**src/sv/psh_pkg.sv**
```systemverilog
// ---------------------------------------------------------------------------
// psh_pkg
// Shared types and constants of the priority heap task scheduler.
// ---------------------------------------------------------------------------
package psh_pkg;

  localparam int MAX_READY = 16;
  localparam int IDX_W     = $clog2(MAX_READY);
  localparam int CNT_W     = $clog2(MAX_READY + 1);
  // child index width, wide enough for 2*pos+2 without wrapping
  localparam int PW        = IDX_W + 2;

  typedef struct packed {
    logic [7:0] id;
    logic [7:0] prio;
  } ent_t;

  typedef enum logic [3:0] {
    OP_NONE,
    OP_LOAD,
    OP_INS_START,
    OP_INS_READ,
    OP_INS_CMP,
    OP_PLACE,
    OP_POP_START,
    OP_READ_LAST,
    OP_TAKE_LAST,
    OP_POP_READ,
    OP_POP_CMP
  } dp_op_t;

  typedef struct packed {
    dp_op_t op;
    logic   emit;
  } ctl_cmd_t;

  typedef struct packed {
    logic kind;
    logic full;
    logic count_zero;
    logic pos_zero;
    logic ins_stop;
    logic pop_leaf;
    logic pop_stop;
    logic sched_keep;
    logic sched_push;
  } dp_sts_t;

endpackage

```
**src/sv/psh_ctrl.sv**
```systemverilog
// ---------------------------------------------------------------------------
// psh_ctrl
// Sequencer for the heap scheduler: walks insert and pop sift loops and
// hands each finished transaction to the output register.
// ---------------------------------------------------------------------------
module psh_ctrl (
  input  logic             clk,
  input  logic             rst_n,
  input  logic             in_valid,
  output logic             in_ready,
  input  logic             out_free,
  input  psh_pkg::dp_sts_t sts,
  output psh_pkg::ctl_cmd_t cmd
);
  import psh_pkg::*;

  typedef enum logic [3:0] {
    S_IDLE,
    S_DECIDE,
    S_INS_START,
    S_INS_RD,
    S_INS_CMP,
    S_POP_START,
    S_POP_RDLAST,
    S_POP_TAKE,
    S_POP_RD,
    S_POP_CMP,
    S_FIN
  } state_t;

  state_t state_r, state_nxt;
  state_t ins_exit;

  // a schedule transaction continues with a pop after its push-back
  assign ins_exit = sts.kind ? S_POP_START : S_FIN;
  assign in_ready = (state_r == S_IDLE);

  always_comb begin
    state_nxt = state_r;
    cmd.op    = OP_NONE;
    cmd.emit  = 1'b0;
    case (state_r)
      S_IDLE: begin
        if (in_valid) begin
          cmd.op    = OP_LOAD;
          state_nxt = S_DECIDE;
        end
      end
      S_DECIDE: begin
        if (!sts.kind) begin
          state_nxt = S_INS_START;
        end else if (sts.sched_keep) begin
          state_nxt = S_FIN;
        end else if (sts.sched_push) begin
          state_nxt = S_INS_START;
        end else if (sts.count_zero) begin
          state_nxt = S_FIN;
        end else begin
          state_nxt = S_POP_START;
        end
      end
      S_INS_START: begin
        cmd.op    = OP_INS_START;
        state_nxt = sts.full ? ins_exit : S_INS_RD;
      end
      S_INS_RD: begin
        if (sts.pos_zero) begin
          cmd.op    = OP_PLACE;
          state_nxt = ins_exit;
        end else begin
          cmd.op    = OP_INS_READ;
          state_nxt = S_INS_CMP;
        end
      end
      S_INS_CMP: begin
        cmd.op    = OP_INS_CMP;
        state_nxt = sts.ins_stop ? ins_exit : S_INS_RD;
      end
      S_POP_START: begin
        cmd.op    = OP_POP_START;
        state_nxt = S_POP_RDLAST;
      end
      S_POP_RDLAST: begin
        if (sts.count_zero) begin
          state_nxt = S_FIN;
        end else begin
          cmd.op    = OP_READ_LAST;
          state_nxt = S_POP_TAKE;
        end
      end
      S_POP_TAKE: begin
        cmd.op    = OP_TAKE_LAST;
        state_nxt = S_POP_RD;
      end
      S_POP_RD: begin
        if (sts.pop_leaf) begin
          cmd.op    = OP_PLACE;
          state_nxt = S_FIN;
        end else begin
          cmd.op    = OP_POP_READ;
          state_nxt = S_POP_CMP;
        end
      end
      S_POP_CMP: begin
        cmd.op    = OP_POP_CMP;
        state_nxt = sts.pop_stop ? S_FIN : S_POP_RD;
      end
      S_FIN: begin
        if (out_free) begin
          cmd.emit  = 1'b1;
          state_nxt = S_IDLE;
        end
      end
      default: begin
        state_nxt = S_IDLE;
      end
    endcase
  end

  always_ff @(posedge clk) begin
    if (!rst_n) begin
      state_r <= S_IDLE;
    end else begin
      state_r <= state_nxt;
    end
  end

endmodule

```
**src/sv/psh_dp.sv**
```systemverilog
// ---------------------------------------------------------------------------
// psh_dp
// Heap datapath: heap memory with two registered read ports, root shadow,
// current-task register, sift position and comparators.
// ---------------------------------------------------------------------------
module psh_dp (
  input  logic                      clk,
  input  logic                      rst_n,
  input  psh_pkg::ctl_cmd_t         cmd,
  output psh_pkg::dp_sts_t          sts,
  input  logic                      in_kind,
  input  logic [7:0]                in_task_id,
  input  logic [7:0]                in_task_priority,
  input  logic                      in_current_runnable,
  output logic [7:0]                res_running_id,
  output logic [7:0]                res_running_priority,
  output logic                      res_running_valid,
  output logic                      res_switched,
  output logic                      res_dropped,
  output logic [psh_pkg::CNT_W-1:0] res_ready_count
);
  import psh_pkg::*;

  ent_t heap_mem [MAX_READY];

  logic [CNT_W-1:0] count_r;
  logic [IDX_W-1:0] pos_r;
  ent_t             key_r, top_r, cur_r, item_r;
  ent_t             rd_a_r, rd_b_r;
  logic             cur_valid_r, switched_r, dropped_r, kind_r, run_r;

  logic [IDX_W-1:0] parent, rd_addr_a, rd_addr_b, wr_addr, big_idx;
  logic [PW-1:0]    lchild, rchild, cnt_ext;
  logic             big_is_r, wr_en;
  ent_t             big, wr_data;

  assign parent   = (pos_r - IDX_W'(1)) >> 1;
  assign lchild   = {1'b0, pos_r, 1'b1};
  assign rchild   = lchild + PW'(1);
  assign cnt_ext  = {{(PW-CNT_W){1'b0}}, count_r};
  assign big_is_r = (rchild < cnt_ext) && (rd_b_r.prio > rd_a_r.prio);
  assign big      = big_is_r ? rd_b_r : rd_a_r;
  assign big_idx  = big_is_r ? rchild[IDX_W-1:0] : lchild[IDX_W-1:0];

  assign sts.kind       = kind_r;
  assign sts.full       = (count_r == CNT_W'(MAX_READY));
  assign sts.count_zero = (count_r == '0);
  assign sts.pos_zero   = (pos_r == '0);
  assign sts.ins_stop   = (rd_a_r.prio >= key_r.prio);
  assign sts.pop_leaf   = (lchild >= cnt_ext);
  assign sts.pop_stop   = (key_r.prio >= big.prio);
  assign sts.sched_keep = cur_valid_r && run_r &&
                          ((count_r == '0) || (cur_r.prio >= top_r.prio));
  assign sts.sched_push = cur_valid_r && run_r && !sts.sched_keep;

  always_comb begin
    rd_addr_a = '0;
    rd_addr_b = '0;
    case (cmd.op)
      OP_INS_READ:  rd_addr_a = parent;
      OP_READ_LAST: rd_addr_a = count_r[IDX_W-1:0];
      OP_POP_READ: begin
        rd_addr_a = lchild[IDX_W-1:0];
        rd_addr_b = rchild[IDX_W-1:0];
      end
      default: ;
    endcase
  end

  always_comb begin
    wr_en   = 1'b0;
    wr_addr = pos_r;
    wr_data = key_r;
    case (cmd.op)
      OP_PLACE: wr_en = 1'b1;
      OP_INS_CMP: begin
        wr_en   = 1'b1;
        wr_data = sts.ins_stop ? key_r : rd_a_r;
      end
      OP_POP_CMP: begin
        wr_en   = 1'b1;
        wr_data = sts.pop_stop ? key_r : big;
      end
      default: ;
    endcase
  end

  always_ff @(posedge clk) begin
    if (wr_en) begin
      heap_mem[wr_addr] <= wr_data;
    end
    rd_a_r <= heap_mem[rd_addr_a];
    rd_b_r <= heap_mem[rd_addr_b];
  end

  // shadow copy of the root, so schedule decisions need no memory read
  always_ff @(posedge clk) begin
    if (wr_en && (wr_addr == '0)) begin
      top_r <= wr_data;
    end
  end

  always_ff @(posedge clk) begin
    if (!rst_n) begin
      count_r     <= '0;
      cur_r       <= '0;
      cur_valid_r <= 1'b0;
      switched_r  <= 1'b0;
      dropped_r   <= 1'b0;
      kind_r      <= 1'b0;
      run_r       <= 1'b0;
      pos_r       <= '0;
      key_r       <= '0;
      item_r      <= '0;
    end else begin
      case (cmd.op)
        OP_LOAD: begin
          kind_r     <= in_kind;
          item_r     <= '{id: in_task_id, prio: in_task_priority};
          run_r      <= in_current_runnable;
          switched_r <= 1'b0;
          dropped_r  <= 1'b0;
        end
        OP_INS_START: begin
          if (sts.full) begin
            dropped_r <= 1'b1;
          end else begin
            pos_r   <= count_r[IDX_W-1:0];
            count_r <= count_r + CNT_W'(1);
            key_r   <= kind_r ? cur_r : item_r;
          end
        end
        OP_INS_CMP: begin
          if (!sts.ins_stop) begin
            pos_r <= parent;
          end
        end
        OP_POP_START: begin
          cur_r       <= top_r;
          cur_valid_r <= 1'b1;
          switched_r  <= 1'b1;
          count_r     <= count_r - CNT_W'(1);
        end
        OP_TAKE_LAST: begin
          key_r <= rd_a_r;
          pos_r <= '0;
        end
        OP_POP_CMP: begin
          if (!sts.pop_stop) begin
            pos_r <= big_idx;
          end
        end
        default: ;
      endcase
    end
  end

  assign res_running_id       = cur_r.id;
  assign res_running_priority = cur_r.prio;
  assign res_running_valid    = cur_valid_r;
  assign res_switched         = switched_r;
  assign res_dropped          = dropped_r;
  assign res_ready_count      = count_r;

endmodule

```
**src/sv/priority_heap_task_scheduler.sv**
```systemverilog
// ---------------------------------------------------------------------------
// priority_heap_task_scheduler
// Ready-queue scheduler on a binary max-heap with a current-task register.
// ---------------------------------------------------------------------------
// The block takes one transaction at a time and returns exactly one result
// for each. The heap lives in a memory with registered reads, so every heap
// level visited takes a read step, then a compare and write step. A ready
// transaction is loaded, placed at the new last slot and sifted up until its
// parent is at least as high or it reaches the root; it is dropped when the
// heap is full. A schedule transaction that keeps its task, or finds the heap
// empty, goes straight to its result; one that pops takes the root, moves the
// last entry there and sifts it down, and a push-back of the current task is
// inserted before the pop. Once the output register is free the result is
// loaded into it, and a new transaction is accepted as soon as the previous
// result sits in the output register, even if it is not yet taken. No
// clearing pass is needed after reset.
module priority_heap_task_scheduler (
  input  logic                      clk,
  input  logic                      rst_n,
  input  logic                      in_valid,
  output logic                      in_ready,
  input  logic                      in_kind,
  input  logic [7:0]                in_task_id,
  input  logic [7:0]                in_task_priority,
  input  logic                      in_current_runnable,
  output logic                      out_valid,
  input  logic                      out_ready,
  output logic [7:0]                out_running_id,
  output logic [7:0]                out_running_priority,
  output logic                      out_running_valid,
  output logic                      out_switched,
  output logic                      out_dropped,
  output logic [psh_pkg::CNT_W-1:0] out_ready_count
);
  import psh_pkg::*;

  ctl_cmd_t         cmd;
  dp_sts_t          sts;
  logic             out_valid_r, out_free;
  logic [7:0]       res_id, res_prio;
  logic             res_valid, res_switched, res_dropped;
  logic [CNT_W-1:0] res_count;

  assign out_free = !out_valid_r || out_ready;

  psh_ctrl u_ctrl (
    .clk      (clk),
    .rst_n    (rst_n),
    .in_valid (in_valid),
    .in_ready (in_ready),
    .out_free (out_free),
    .sts      (sts),
    .cmd      (cmd)
  );

  psh_dp u_dp (
    .clk                  (clk),
    .rst_n                (rst_n),
    .cmd                  (cmd),
    .sts                  (sts),
    .in_kind              (in_kind),
    .in_task_id           (in_task_id),
    .in_task_priority     (in_task_priority),
    .in_current_runnable  (in_current_runnable),
    .res_running_id       (res_id),
    .res_running_priority (res_prio),
    .res_running_valid    (res_valid),
    .res_switched         (res_switched),
    .res_dropped          (res_dropped),
    .res_ready_count      (res_count)
  );

  // output register decouples the result side from the sequencer
  always_ff @(posedge clk) begin
    if (!rst_n) begin
      out_valid_r <= 1'b0;
    end else if (cmd.emit) begin
      out_valid_r <= 1'b1;
    end else if (out_ready) begin
      out_valid_r <= 1'b0;
    end
  end

  always_ff @(posedge clk) begin
    if (cmd.emit) begin
      out_running_id       <= res_id;
      out_running_priority <= res_prio;
      out_running_valid    <= res_valid;
      out_switched         <= res_switched;
      out_dropped          <= res_dropped;
      out_ready_count      <= res_count;
    end
  end

  assign out_valid = out_valid_r;

  a_count_bound : assert property (@(posedge clk) disable iff (!rst_n)
    out_valid |-> (out_ready_count <= CNT_W'(MAX_READY)))
    else $error("ready count above heap depth");

  a_switch_valid : assert property (@(posedge clk) disable iff (!rst_n)
    (out_valid && out_switched) |-> out_running_valid)
    else $error("switch reported without a current task");

  a_drop_full : assert property (@(posedge clk) disable iff (!rst_n)
    (out_valid && out_dropped) |->
      ((out_ready_count == CNT_W'(MAX_READY)) ||
       (out_switched && (out_ready_count == CNT_W'(MAX_READY - 1)))))
    else $error("drop reported while heap had room");

  a_one_at_a_time : assert property (@(posedge clk) disable iff (!rst_n)
    (in_valid && in_ready) |=> !in_ready)
    else $error("second transaction accepted while busy");

endmodule

```
**config.mk**
```make
export PLATFORM = sky130hd
export DESIGN_NAME = priority_heap_task_scheduler
export DESIGN_NICKNAME = d
export VERILOG_FILES = /design/src/sv/psh_pkg.sv /design/src/sv/psh_ctrl.sv /design/src/sv/psh_dp.sv /design/src/sv/priority_heap_task_scheduler.sv
export SDC_FILE = /design/constraint.sdc
export NUM_CORES = 1
export LEC_CHECK = 0
export BUFFER_PORTS_ARGS = -buffer_cell sky130_fd_sc_hd__buf_2
export CORE_MARGIN = 3
export CORE_UTILIZATION = 35
export CTS_BUF_LIST = sky130_fd_sc_hd__clkbuf_4 sky130_fd_sc_hd__clkbuf_8
export CTS_CLUSTER_DIAMETER = 80
export DETAILED_ROUTE_END_ITERATION = 10
export GPL_ROUTABILITY_DRIVEN = 0
export HOLD_SLACK_MARGIN = 0.15
export PLACE_DENSITY = 0.51
export SYNTH_ARGS = -nofsm -noshare
export SYNTH_HDL_FRONTEND = slang
export SYNTH_SLANG_ARGS = --single-unit
```
**constraint.sdc**
```tcl
create_clock -name clk -period 10.5 [get_ports clk]
set_input_delay 2.1 -clock clk [delete_from_list [all_inputs] [get_ports clk]]
set_output_delay 2.1 -clock clk [all_outputs]
set_load 0.05 [all_outputs]
```
* After elaboration in Yosys (flattened, before gate mapping) *
Memory sizes are Yosys's and may differ from the RTL's. A register that Yosys moved wholly into a read port is not among the register bits.
Index checks and enable logic that the tools add are counted.

word-level totals
  memories kept = 1
  input bits = 22
  bits in read-only memories = 0
  flip-flop bits (word level) = 107
  bits in writable memories = 256
  output and inout bits = 26
  latch bits = 0
  logic and storage cells = 130

memory list
  name           words  bits a word  rd ports  clocked after memory_dff  write ports  RTL line      text
  u_dp.heap_mem  16     16           2         2                         1            psh_dp.sv:24  ent_t heap_mem [MAX_READY];

cells by class
  order comparisons = 6
  bitwise logic cells = 0
  $add $sub $neg = 4
  mux-type cells = 45
  divide/modulo/power cells = 0
  reduce and logical (&&, ||, !) cells = 24
  equal/unequal tests = 27
  shifts and indexed selects = 0
  $mul = 0

operators by type and width
  operator                                              count
  two-way mux 16 bit                                    5
  two-way mux 4 bit                                     17
  one-hot mux 16 bit (2 select lines)                   2
  one-hot mux 4 bit (11 select lines)                   1
  one-hot mux 4 bit (9 select lines)                    1
  equality test 4 x 3 -> 1 bit (second input constant)  8
  equality test 4 bit (second input constant)           6
  greater-or-equal comparator 8 bit                     3
  equality test 4 x 2 -> 1 bit (second input constant)  4
  one-hot mux 4 bit (4 select lines)                    1
  != test 2 bit (second input constant)                 6
  one-hot mux 4 bit (3 select lines)                    1
  one-hot mux 5 bit (2 select lines)                    1
  nonzero test 2 bit                                    5
  two-way mux 1 bit                                     9
  equality test 4 x 1 -> 1 bit (second input constant)  2
  > comparator 8 bit                                    1
  zero test 4 bit                                       2
  AND reduction 2 bit                                   4
  adder 5 x 1 -> 6 bit (second input constant)          1
  < comparator 6 x 5 -> 1 bit                           1
  two-way mux 3 bit                                     2
  adder 5 x 1 -> 5 bit (second input constant)          1
  equality test 5 bit (second input constant)           1
  13 further kinds                                      21

* Depth between registers and ports, before layout *
Gate-level depths: netlist (run 1).

  depth after elaboration = 9
  depth in mapped cells = 21
  depth with buffers taken out = 17

* By module *
From an unflattened synthesis (run 1), not the netlist that was laid out.

second synthesis, totals
  cells, all modules = 1,298
  area total of the unflattened synthesis = 16,988.8 µm²

modules (own cells, without submodules)
  module                        sequential area each (µm²)  cells each  times used  area each (µm²)
  psh_dp                        9,569.2                     1,187       1           15,655.0
  priority_heap_task_scheduler  740.7                       28          1           769.5
  psh_ctrl                      80.1                        83          1           564.3

* Least setup slack after synthesis (run 1) *
OpenSTA, ideal clock, no wires.

  path kind = reg2reg
  start = register u_dp.pos_r[0]
  end = memory u_dp.heap_mem[0][15] in the netlist's numbering (data pin)
  slack = 5,250 ps
  clock period less this slack = 5,250 ps
  setup time = 307 ps
  cell stages (with the launch flop) = 22
  path buffers = 5
  data required time = 10,193 ps
  data arrival time = 4,943 ps
  cell sequence = dfxtp_1 -> clkbuf_1 -> inv_2 -> buf_1 -> ha_1 -> ha_1 -> o21ai_0 -> a21oi_1 -> a211oi_1 -> o31ai_2 -> buf_2 -> mux2i_1 -> ha_1 -> a21o_1 -> a21oi_1 -> o21ai_0 -> a21oi_1 -> nor3_1 -> or3_1 -> clkbuf_1 -> buf_2 -> a221o_1

RTL lines
  item                    RTL line       text
  start, declared         psh_dp.sv:27   logic [IDX_W-1:0] pos_r;
  start signal, assigned  psh_dp.sv:128  pos_r <= count_r[IDX_W-1:0];
  start signal, assigned  psh_dp.sv:135  pos_r <= parent;
  start signal, assigned  psh_dp.sv:150  pos_r <= big_idx;
  end, declared           psh_dp.sv:24

==> results.sh, run 1 <==
export IMPL_clk_transition_reported_paths_ns=0.06
export IMPL_fill_cells=4576
export IMPL_worstPathMaxFanout=19
export IMPL_grt_pass1_wl_um=80400
export IMPL_routed_wl_um=55200
export IMPL_dieWidth_um=228
export IMPL_synth_distinct_cells=62
export IMPL_drtIter0Drc=1445
export IMPL_yosys_most_used_dff="edfxtp_1"
export IMPL_p_leak_nw=7.02
export IMPL_min_path_type="flop to flop"
export IMPL_grt_max_degree=79
export IMPL_placementRows=80
export IMPL_max_clock_freq_mhz=152
export IMPL_cts_hold_buf=0
export IMPL_worst_path_most_repeated_cell="ha_1"
export IMPL_netlist_area_leader_share_pct=48.8
export IMPL_synth_most_common_cell="nand2_1"
export IMPL_outcome="finished, final reports clean"
export IMPL_io_buffer_count=47
export IMPL_maxSlewHeadroom_pct=24.8
export IMPL_finalMaxSlewViolations=0
export IMPL_hold_viol=0
export IMPL_cap_violations=0
export IMPL_worst_pin_slew_ns=1.12
export IMPL_slowest_delay_ns=0.94
export IMPL_layout_drive_gt1_share_pct=14.7
export IMPL_yosysTopAreaCell="edfxtp_1"
export IMPL_cellPowerDensity_nw_per_um2=217
export IMPL_ctsResizeCount=0
export IMPL_cp_buffers_inverters=0
export IMPL_min_delay_path_depth=0
export IMPL_grt_ovfl_total=0
export IMPL_setup_tns_ns=0
export IMPL_die_h_um=228
export IMPL_crit_slowest_cell="nor2_1"
export IMPL_drc=0
export IMPL_firstDrtPassIters=6
export IMPL_syn_inst=1526
export IMPL_synth_edf_count=280
export IMPL_synthTopCellsByArea="edfxtp_1 49%, dfxtp_1 12%, nand2_1 6.7%"
export IMPL_ioPinCount=48
export IMPL_areaGrowthSynthToFinish_pct=13.8
export IMPL_synth_common_cells="309 x nand2_1, 280 x edfxtp_1, 99 x dfxtp_1"
export IMPL_cts_sinks=379
export IMPL_cp_required_ns=10.85
export IMPL_clk_latency_ns=0.64
export IMPL_syn_avg_cell_area_um2=11.3
export IMPL_cts_setup_buffers=0
export IMPL_vdd_drop_max_mv=0.0798
export IMPL_final_seq_area_um2=10400
export IMPL_crit_type="flop to flop"
export IMPL_grt_pass1_vias=12123
export IMPL_ctsHtreeMaxLevel=3
export IMPL_start_kind="flop"
export IMPL_synth_warnings=0
export IMPL_start_util_pct=35.8
export IMPL_syn_nets=1597
export IMPL_die_area_um2=51900
export IMPL_crit_chain="ha_1, xor2_4, ha_1, o21ai_0, a21oi_1, a211oi_1, o31ai_2, mux2i_1, ha_1, nand2b_1, a21o_1, a211oi_1, o21ai_0, a21oi_1, nand2_1, nor2_1, a221o_1"
export IMPL_synth_seq_cells=379
export IMPL_syn_area_um2=17200
export IMPL_vias=12628
export IMPL_end_kind="flop"
export IMPL_critical_path_depth=17
export IMPL_reg2regPathDepth=17
export IMPL_power_w=0.00426
export IMPL_clock_path_buffers=3
export IMPL_ys_seq_area_share_pct=60.3
export IMPL_antenna_found_initial=1
export IMPL_root_buffer="clkbuf_8"
export IMPL_core_um2=48100
export IMPL_multiInputGateArea_um2=6360
export IMPL_skew_ns=0.0381
export IMPL_gr_usage_all_layers_pct=20.8
export IMPL_setup_viol=0
export IMPL_fin_nets=1654
export IMPL_rsz0062_at_grt="false"
export IMPL_antenna_left=0
export IMPL_viasPerCell=5.50
export IMPL_fin_crit_ns=6.58
export IMPL_arrival_ns=6.94
export IMPL_critPathTopFamily="compound AO/OA/AOI/OAI gates"
export IMPL_routedWlPerCell_um=24.1
export IMPL_synthArstFlopShare_pct=0
export IMPL_place_detailed_hpwl_um=32300
export IMPL_numCtsBuffers=67
export IMPL_fin_crit_sh_pct=62.7
export IMPL_tritoncts="done"
-- state kept, by name (all words and copies together) (netlist names), 4 cells and up --
signal and cells:
out_running_id 8, out_running_priority 8, u_dp.heap_mem 241, u_dp.rd_a_r 16, u_dp.top_r 15, u_dp.key_r 16
u_dp.pos_r 4, u_dp.res_running_id 8, out_ready_count 5, u_dp.rd_b_r 16, u_dp.item_r 16, u_ctrl.state_r 4
u_dp.res_ready_count 5, u_dp.res_running_priority 8
-- through the flow --
| step | instances | util (%) | instance area [um2] | setup WS [ns] | hold slack, ns |
|---|---|---|---|---|---|
| floorplan | 1526 | - | 17200 | 5.25 | 0.403 |
| global placement | 2170 | 37.8 | 18200 | 4.16 | 0.417 |
| detailed placement | 2170 | 37.8 | 18200 | 3.98 | 0.424 |
| finish | 2294 | 40.7 | 19600 | 3.92 | 0.442 |
| global route | 2294 | 40.7 | 19600 | 3.61 | 0.450 |
| CTS | 2293 | 40.7 | 19600 | 3.99 | 0.444 |
-- cell type report --
type / count / share of cell area (%)
sequential: 379 / 53.0
clock buffer: 106 / 6.52
multi-input combinational: 1014 / 32.5
timing repair buffer: 82 / 2.54
clock inverter: 17 / 0.543
antenna: 1 / 0.0128
inverter: 39 / 0.747
tap: 656 / 4.19
-- layer usage --
layer	wire (um)	up-vias	global-route usage [%]	share of wire, %
met4	1550	0	7.26	2.8
met5	0	-	0	0
met1	25100	6241	29.9	45
met2	24100	538	30.9	44
li1	-	5752	-	-
met3	4500	97	4.62	8.1
-- cell families (layout without fill, tap and decap cells) --
kind of cell | count (synthesis) | in the layout | synth area share [%]
and+or+nand+nor | 563 | 563 | 14.7
DFF | 379 | 379 | 60.3
AOI/OAI and AO/OA | 343 | 343 | 13.5
buffers and inverters | 133 | 244 | 3.36
adders and majority gates | 49 | 49 | 3.60
muxes | 49 | 49 | 4.02
xor gates and xnor gates | 10 | 10 | 0.508
other | 0 | 1 | 0
-- power by group --
group | total, W | switching, W | internal, W
Combinational | 0.000915 | 0.000589 | 0.000326
Clock | 0.00141 | 0.000625 | 0.000781
Sequential | 0.00194 | 0.000117 | 0.00182
-- worst paths after layout --
check | endpoint | slack, ns | startpoint
worst max-delay path | u_dp.heap_mem[15][12] | 3.92 | u_dp.pos_r[1]
worst min-delay path | out_switched | 0.44 | u_dp.res_switched
worst min register to register | out_switched | 0.44 | u_dp.res_switched
worst max register to register | u_dp.heap_mem[15][12] | 3.92 | u_dp.pos_r[1]
-- placed cells by master, fill, tap and decap left out, types with 6 or more instances in the layout --
master and count:
a21boi_0 37, nor2_1 53, a21o_1 7, nand2_1 309
clkbuf_4 29, buf_4 35, a22o_1 32, ha_1 48
o21a_1 8, a31oi_1 6, edfxtp_1 280, dfxtp_1 99
nor3_1 38, a2111oi_0 30, buf_2 47, a221o_1 16
o21ai_0 56, nor4_1 17, a21oi_1 98, nand3_1 31
mux2i_1 31, clkinv_1 7, a211oi_1 21, nor2b_1 36
and2_1 8, and3_1 34, nand2b_1 10, clkbuf_8 77
inv_1 38, mux4_2 16
Power figures use the tool's default switching activity.
==> inputs of run 2 (changes only) <==
--- a/config.mk
+++ b/config.mk
@@ -13,7 +13,7 @@
 export DETAILED_ROUTE_END_ITERATION = 10
 export GPL_ROUTABILITY_DRIVEN = 0
 export HOLD_SLACK_MARGIN = 0.15
-export PLACE_DENSITY = 0.51
+export PLACE_DENSITY = 0.53
 export SYNTH_ARGS = -nofsm -noshare
 export SYNTH_HDL_FRONTEND = slang
 export SYNTH_SLANG_ARGS = --single-unit
==> constraint.sdc (replaced) <==
create_clock -name clk -period 6 [get_ports clk]
set_input_delay 1.2 -clock clk [delete_from_list [all_inputs] [get_ports clk]]
set_output_delay 1.2 -clock clk [all_outputs]
set_load 0.05 [all_outputs]
==> run 2 against run 1 <==
Routed wire length is 3.2% higher. First-iteration DRC count is 15% lower. Sequential power is 75% higher. Critical endpoint is now u_dp.heap_mem[1][0]. Largest power group unchanged.
==> results.sh, run 2 (synthesis results as in run 1) <==
export IMPL_fin_nets=1669
export IMPL_power_w=0.00759
export IMPL_crit_chain="inv_1, ha_1, ha_1, o21ai_0, a21oi_1, a211oi_1, o31ai_2, mux2i_1, ha_1, nand2b_1, a21o_1, a211oi_1, o21ai_0, a21oi_1, nor3_1, or3_1, a221o_1"
export IMPL_cp_buffers_inverters=1
export IMPL_fill_cells=4599
export IMPL_setup_viol=0
export IMPL_start_util_pct=35.8
export IMPL_crit_slowest_cell="or3_1"
export IMPL_grt_max_degree=61
export IMPL_tritoncts="done"
export IMPL_place_detailed_hpwl_um=33900
export IMPL_grt_pass1_vias=12625
export IMPL_cts_sinks=379
export IMPL_cap_violations=0
export IMPL_root_buffer="clkbuf_8"
export IMPL_io_buffer_count=47
export IMPL_vdd_drop_max_mv=0.151
export IMPL_fin_ws_ns=0.523
export IMPL_drc=0
export IMPL_areaGrowthSynthToFinish_pct=14.6
export IMPL_cp_required_ns=6.26
export IMPL_arrival_ns=5.74
export IMPL_largest_register_ff_count=241
export IMPL_p_leak_nw=7.12
export IMPL_cts_setup_buffers=0
export IMPL_ctsResizeCount=0
export IMPL_core_um2=48100
export IMPL_placementRows=80
export IMPL_clock_path_buffers=3
export IMPL_die_area_um2=51900
export IMPL_die_h_um=228
export IMPL_start_kind="flop"
export IMPL_ctsHtreeMaxLevel=3
export IMPL_final_seq_area_um2=10400
export IMPL_ioPinCount=48
export IMPL_placedCellCount=2184
export IMPL_cellPowerDensity_nw_per_um2=385
export IMPL_outcome="finished, final reports clean"
export IMPL_end_kind="flop"
export IMPL_worst_pin_slew_ns=1.30
export IMPL_holdWs_ns=0.436
export IMPL_maxSlewHeadroom_pct=13.1
export IMPL_final_cell_mix="309 x nand2_1, 280 x edfxtp_1, 99 x dfxtp_1, 98 x a21oi_1, 74 x clkbuf_8"
export IMPL_max_clock_freq_mhz=183
export IMPL_grt_ovfl_total=0
export IMPL_clk_transition_reported_paths_ns=0.06
export IMPL_regMostFlops="u_dp.heap_mem"
export IMPL_viasPerCell=5.55
export IMPL_critPathTopFamily="compound AO/OA/AOI/OAI gates"
export IMPL_rsz0062_at_grt="false"
export IMPL_finalMaxSlewViolations=0
export IMPL_cts_hold_buf=0
export IMPL_numCtsBuffers=68
export IMPL_gr_usage_all_layers_pct=21.6
export IMPL_antenna_found_initial=1
export IMPL_hold_viol=0
export IMPL_final_cells=2311
export IMPL_routed_wl_um=57000
export IMPL_firstDrtPassIters=6
export IMPL_drtIter0Drc=1225
export IMPL_clk_latency_ns=0.62
export IMPL_fin_crit_ns=5.48
export IMPL_crit_type="flop to flop"
export IMPL_setup_tns_ns=0
export IMPL_pre_cts_ws_ns=0.595
export IMPL_fin_crit_sh_pct=91.3
export IMPL_final_common_cell="nand2_1"
export IMPL_vias=12821
export IMPL_skew_ns=0.0220
export IMPL_worst_path_most_repeated_cell="ha_1"
export IMPL_multiInputGateArea_um2=6350
export IMPL_antenna_left=0
export IMPL_routedWlPerCell_um=24.7
export IMPL_dieWidth_um=228
export IMPL_min_path_type="flop to flop"
export IMPL_layout_drive_gt1_share_pct=15.5
export IMPL_worstPathMaxFanout=16
export IMPL_slowest_delay_ns=0.76
export IMPL_grt_pass1_wl_um=83900
==> run 2: changes by cell type in the layout (fill, tap and decap cells not counted), sizes merged <==
cell / delta
buf: +14
bufinv: +3
clkbuf: -3
clkinv: +5
clkinvlp: +2
inv: -4
==> run 2: worst paths after layout <==
check	slack, ns	start	cells past startpoint	endpoint
worst max-delay path	0.52	u_dp.pos_r[1]	17	u_dp.heap_mem[1][0]
worst min-delay path	0.44	u_dp.res_dropped	0	out_dropped
worst max register to register	0.52	u_dp.pos_r[1]	17	u_dp.heap_mem[1][0]
worst min register to register	0.44	u_dp.res_dropped	0	out_dropped
==> run 2: area by class of cell <==
| cell class | instances | area share (%) |
|---|---|---|
| clock inverters | 23 | 0.995 |
| flip-flops and latches | 379 | 52.6 |
| diodes | 1 | 0.0127 |
| well taps | 656 | 4.16 |
| repair buffers | 96 | 3.05 |
| multi-input cells | 1014 | 32.2 |
| clock buffers | 103 | 6.26 |
| inverters | 39 | 0.741 |
==> run 2: layer usage <==
metal | global-route usage, % | vias up | part of all wire (%)
met3 | 4.12 | 138 | 7.6
li1 | - | 5767 | -
met5 | 0 | - | 0
met1 | 29.6 | 6351 | 44
met4 | 9.87 | 0 | 4.0
met2 | 33.4 | 565 | 45
==> run 2: stage by stage <==
step / area, um2 / util (%)
5_1_grt: 19700 / 41.0
4_1_cts: 19700 / 41.0
6_report: 19700 / 41.0
3_3_place_gp: 18300 / 38.0
2_1_floorplan: 17200 / -
3_5_place_dp: 18300 / 38.0
==> run 2: power breakdown <==
| group | internal (W) | switching, W | leakage, nW |
|---|---|---|---|
| Sequential | 0.00319 | 0.000200 | 3.39 |
| Clock | 0.00145 | 0.00112 | 0.768 |
| Combinational | 0.000581 | 0.00105 | 2.96 |
| Total | 0.00522 | 0.00237 | 7.12 |
==> run 2: worst register-to-register path: cells and delay by family (launching register included) <==
kind | cells | cell delay [ns]
AOI/OAI and AO/OA | 9 | 2.23
and+or+nand+nor | 3 | 1.00
adders and majority gates | 3 | 0.91
buffers and inverters | 1 | 0.16
DFF | 1 | 0.58
muxes | 1 | 0.22
==> inputs of run 3 (changes only) <==
--- a/config.mk
+++ b/config.mk
@@ -5,6 +5,7 @@
 export SDC_FILE = /design/constraint.sdc
 export NUM_CORES = 1
 export LEC_CHECK = 0
+export ABC_AREA = 1
 export BUFFER_PORTS_ARGS = -buffer_cell sky130_fd_sc_hd__buf_2
 export CORE_MARGIN = 3
 export CORE_UTILIZATION = 35
@@ -13,7 +14,7 @@
 export DETAILED_ROUTE_END_ITERATION = 10
 export GPL_ROUTABILITY_DRIVEN = 0
 export HOLD_SLACK_MARGIN = 0.15
-export PLACE_DENSITY = 0.53
+export PLACE_DENSITY = 0.61
 export SYNTH_ARGS = -nofsm -noshare
 export SYNTH_HDL_FRONTEND = slang
 export SYNTH_SLANG_ARGS = --single-unit
==> run 3 against run 2 <==
Sequential cell count unchanged. Largest cell class unchanged. Fmax increased by 2.1%. Critical path type unchanged. The flow now finishes with violations (max-capacitance violations, max-slew violations). Critical path depth increased by 5. Sequential share of layout area decreased by 2.6 points. Clock power decreased by 8%.
==> results.sh, run 3 <==
export IMPL_synth_warnings=0
export IMPL_start_kind="flop"
export IMPL_final_cell_mix="454 x nand2_1, 280 x edfxtp_1, 265 x inv_1, 201 x nand3_1, 117 x o21ai_0"
export IMPL_dieWidth_um=236
export IMPL_violations="max-capacitance violations, max-slew violations"
export IMPL_met1_usage_pct=27.5
export IMPL_synthArstFlopShare_pct=0
export IMPL_min_path_type="flop to flop"
export IMPL_synth_seq_cells=379
export IMPL_yosys_most_used_dff="edfxtp_1"
export IMPL_die_area_um2=55500
export IMPL_crit_slowest_cell="nand3_1"
export IMPL_viasPerCell=5.41
export IMPL_max_clock_freq_mhz=186
export IMPL_cp_required_ns=6.29
export IMPL_min_delay_path_depth=0
export IMPL_worst_pin_slew_ns=1.50
export IMPL_p_int_w=0.00532
export IMPL_setup_viol=0
export IMPL_place_area_um2=19500
export IMPL_vdd_drop_max_mv=0.193
export IMPL_clk_transition_reported_paths_ns=0.06
export IMPL_seqPwrFrac_pct=41.3
export IMPL_regMostFlops="u_dp.heap_mem"
export IMPL_io_buffer_count=47
export IMPL_firstDrtPassIters=8
export IMPL_largest_register_ff_count=241
export IMPL_final_common_cell="nand2_1"
export IMPL_critical_path_depth=22
export IMPL_finalMaxSlewViolations=9
export IMPL_fin_nets=2134
export IMPL_combPwrFrac_pct=29.7
export IMPL_fill_cells=5095
export IMPL_cp_buffers_inverters=4
export IMPL_drc=0
export IMPL_routedWlPerCell_um=20.5
export IMPL_ctsResizeCount=0
export IMPL_cts_hold_buf=0
export IMPL_grt_pass1_wl_um=85200
export IMPL_routed_wl_um=57200
export IMPL_power_w=0.00823
export IMPL_synth_edf_count=280
export IMPL_cap_violations=1
export IMPL_grt_max_degree=68
export IMPL_synthTopCellsByArea="edfxtp_1 46%, dfxtp_1 11%, nand2_1 9.3%"
export IMPL_place_detailed_hpwl_um=35100
export IMPL_start_util_pct=35.7
export IMPL_root_buffer="clkbuf_8"
export IMPL_use_met2_pct=30.5
export IMPL_reg2regPathDepth=22
export IMPL_grt_ovfl_total=0
export IMPL_fin_crit_sh_pct=89.4
export IMPL_antenna_found_initial=2
export IMPL_ys_seq_area_share_pct=56.3
export IMPL_tritoncts="done"
export IMPL_maxSlewHeadroom_pct=-0.467
export IMPL_design_area_um2=20800
export IMPL_placementRows=83
export IMPL_areaGrowthSynthToFinish_pct=12.6
export IMPL_setup_tns_ns=0
export IMPL_gr_usage_all_layers_pct=19.9
export IMPL_ctsHtreeMaxLevel=2
export IMPL_core_um2=51700
export IMPL_clock_path_buffers=3
export IMPL_slowest_delay_ns=0.67
export IMPL_p_clk_share_pct=28.9
export IMPL_cts_setup_buffers=0
export IMPL_yosysTopAreaCell="edfxtp_1"
export IMPL_synth_common_cells="455 x nand2_1, 280 x edfxtp_1, 266 x inv_1"
export IMPL_netlist_area_leader_share_pct=45.6
export IMPL_crit_type="flop to flop"
export IMPL_syn_area_um2=18400
export IMPL_critPathTopFamily="simple AND/OR/NAND/NOR gates"
export IMPL_end_kind="flop"
export IMPL_cellPowerDensity_nw_per_um2=397
export IMPL_netSwitchingFraction_pct=35.4
export IMPL_top_usage_layer="met2"
export IMPL_clk_latency_ns=0.69
export IMPL_antenna_left=0
export IMPL_hold_viol=0
export IMPL_layout_drive_gt1_share_pct=11.1
export IMPL_power_switching_w=0.00292
export IMPL_p_leak_nw=8.54
export IMPL_arrival_ns=5.65
export IMPL_synth_distinct_cells=36
export IMPL_syn_nets=2089
export IMPL_cts_sinks=379
export IMPL_use_met3_pct=4.04
export IMPL_syn_avg_cell_area_um2=9.14
export IMPL_worst_path_most_repeated_cell="nand2_1"
export IMPL_skew_ns=0.0423
export IMPL_ioPinCount=48
export IMPL_die_h_um=236
export IMPL_rsz0062_at_grt="false"
export IMPL_numCtsBuffers=61
export IMPL_drtIter0Drc=1868
export IMPL_crit_chain="inv_1, ha_1, ha_1, nand2_1, inv_1, nand3_1, nor2_1, nor2_1, nand3_1, nand2_1, o21a_1, inv_1, ha_1, nand2_1, nor2_1, nand4_1, nand3_1, nand2_1, nand3b_1, buf_4, nand2_1, o211ai_1"
export IMPL_outcome="finished with violations"
export IMPL_vias=15118
export IMPL_fin_crit_ns=5.36
export IMPL_syn_inst=2018
export IMPL_synth_most_common_cell="nand2_1"
export IMPL_worstPathMaxFanout=22
export IMPL_grt_pass1_vias=14209
run 3: changes by cell type after synthesis, sizes merged, moves of 23 or more:
cell,delta
a2111oi,-30
a211oi,-23
a21boi,-37
a22o,-32
and3,-35
inv,+233
mux2i,-31
nand2,+150
nand3,+177
nand4,+105
nor2b,-36
nor3,-38
o211ai,+64
o21ai,+72
run 3: power groups by stage:
stage,Sequential (W),Combinational (W),Clock [W]
floorplan,0.00339,0.00170,0
global placement,0.00345,0.00234,0
detailed placement,0.00345,0.00238,0
CTS,0.00340,0.00239,0.00242
global route,0.00342,0.00272,0.00254
finish,0.00340,0.00245,0.00238
run 3: path summary, 6_finish.rpt:
kind	start	to	slack, ns
worst max register to register	u_dp.pos_r[0]	u_dp.heap_mem[15][7]	0.64
worst min-delay path	u_dp.res_switched	out_switched	0.44
worst max-delay path	u_dp.pos_r[0]	u_dp.heap_mem[15][7]	0.64
worst min register to register	u_dp.res_switched	out_switched	0.44
run 3: cells by family (layout without fill, tap and decap cells):
| group | after synthesis | after routing | share of synthesized area, % |
|---|---|---|---|
| adder cells (fa/ha/maj) | 49 | 49 | 3.37 |
| flip-flops | 379 | 379 | 56.3 |
| XOR/XNOR | 6 | 6 | 0.285 |
| AND/OR/NAND/NOR | 848 | 848 | 20.6 |
| buffers and inverters | 393 | 488 | 8.68 |
| other | 0 | 1 | 0 |
| AO/OA/AOI/OAI | 343 | 343 | 10.8 |
run 3: worst register-to-register path, stage by stage, from the launching register on:
cell and delay, ns:
dfxtp_1 0.53, inv_1 0.23, ha_1 0.41, ha_1 0.30
nand2_1 0.07, inv_1 0.04, nand3_1 0.08, nor2_1 0.05
nor2_1 0.25, nand3_1 0.67, nand2_1 0.22, o21a_1 0.16
inv_1 0.05, ha_1 0.28, nand2_1 0.07, nor2_1 0.15
nand4_1 0.10, nand3_1 0.15, nand2_1 0.13, nand3b_1 0.11
buf_4 0.28, nand2_1 0.09, o211ai_1 0.57
run 3: area by class of cell:
class / count / area (um2) / area share (%)
inverter: 274 / 1030 / 4.95
clock inverter: 21 / 208 / 1.00
antenna: 1 / 2.50 / 0.0121
sequential: 379 / 10400 / 50.0
tap: 680 / 851 / 4.10
clock buffer: 92 / 1100 / 5.31
timing repair buffer: 101 / 666 / 3.21
multi-input combinational: 1246 / 6520 / 31.4
run 3: metal layers:
metal  vias to the layer above  wire length (um)
met5                         -                14
met3                       147              5590
met4                         2              2160
li1                       7015                 -
met2                       799             25200
met1                      7155             24200
run 3: metrics by stage:
stage	hold slack (ns)	util (%)	setup slack, ns	cells
global route	0.459	40.2	0.267	2794
detailed placement	0.428	37.6	0.817	2680
global placement	0.418	37.6	0.880	2680
finish	0.438	40.2	0.636	2794
CTS	0.442	40.1	0.813	2793
floorplan	0.409	-	1.89	2018
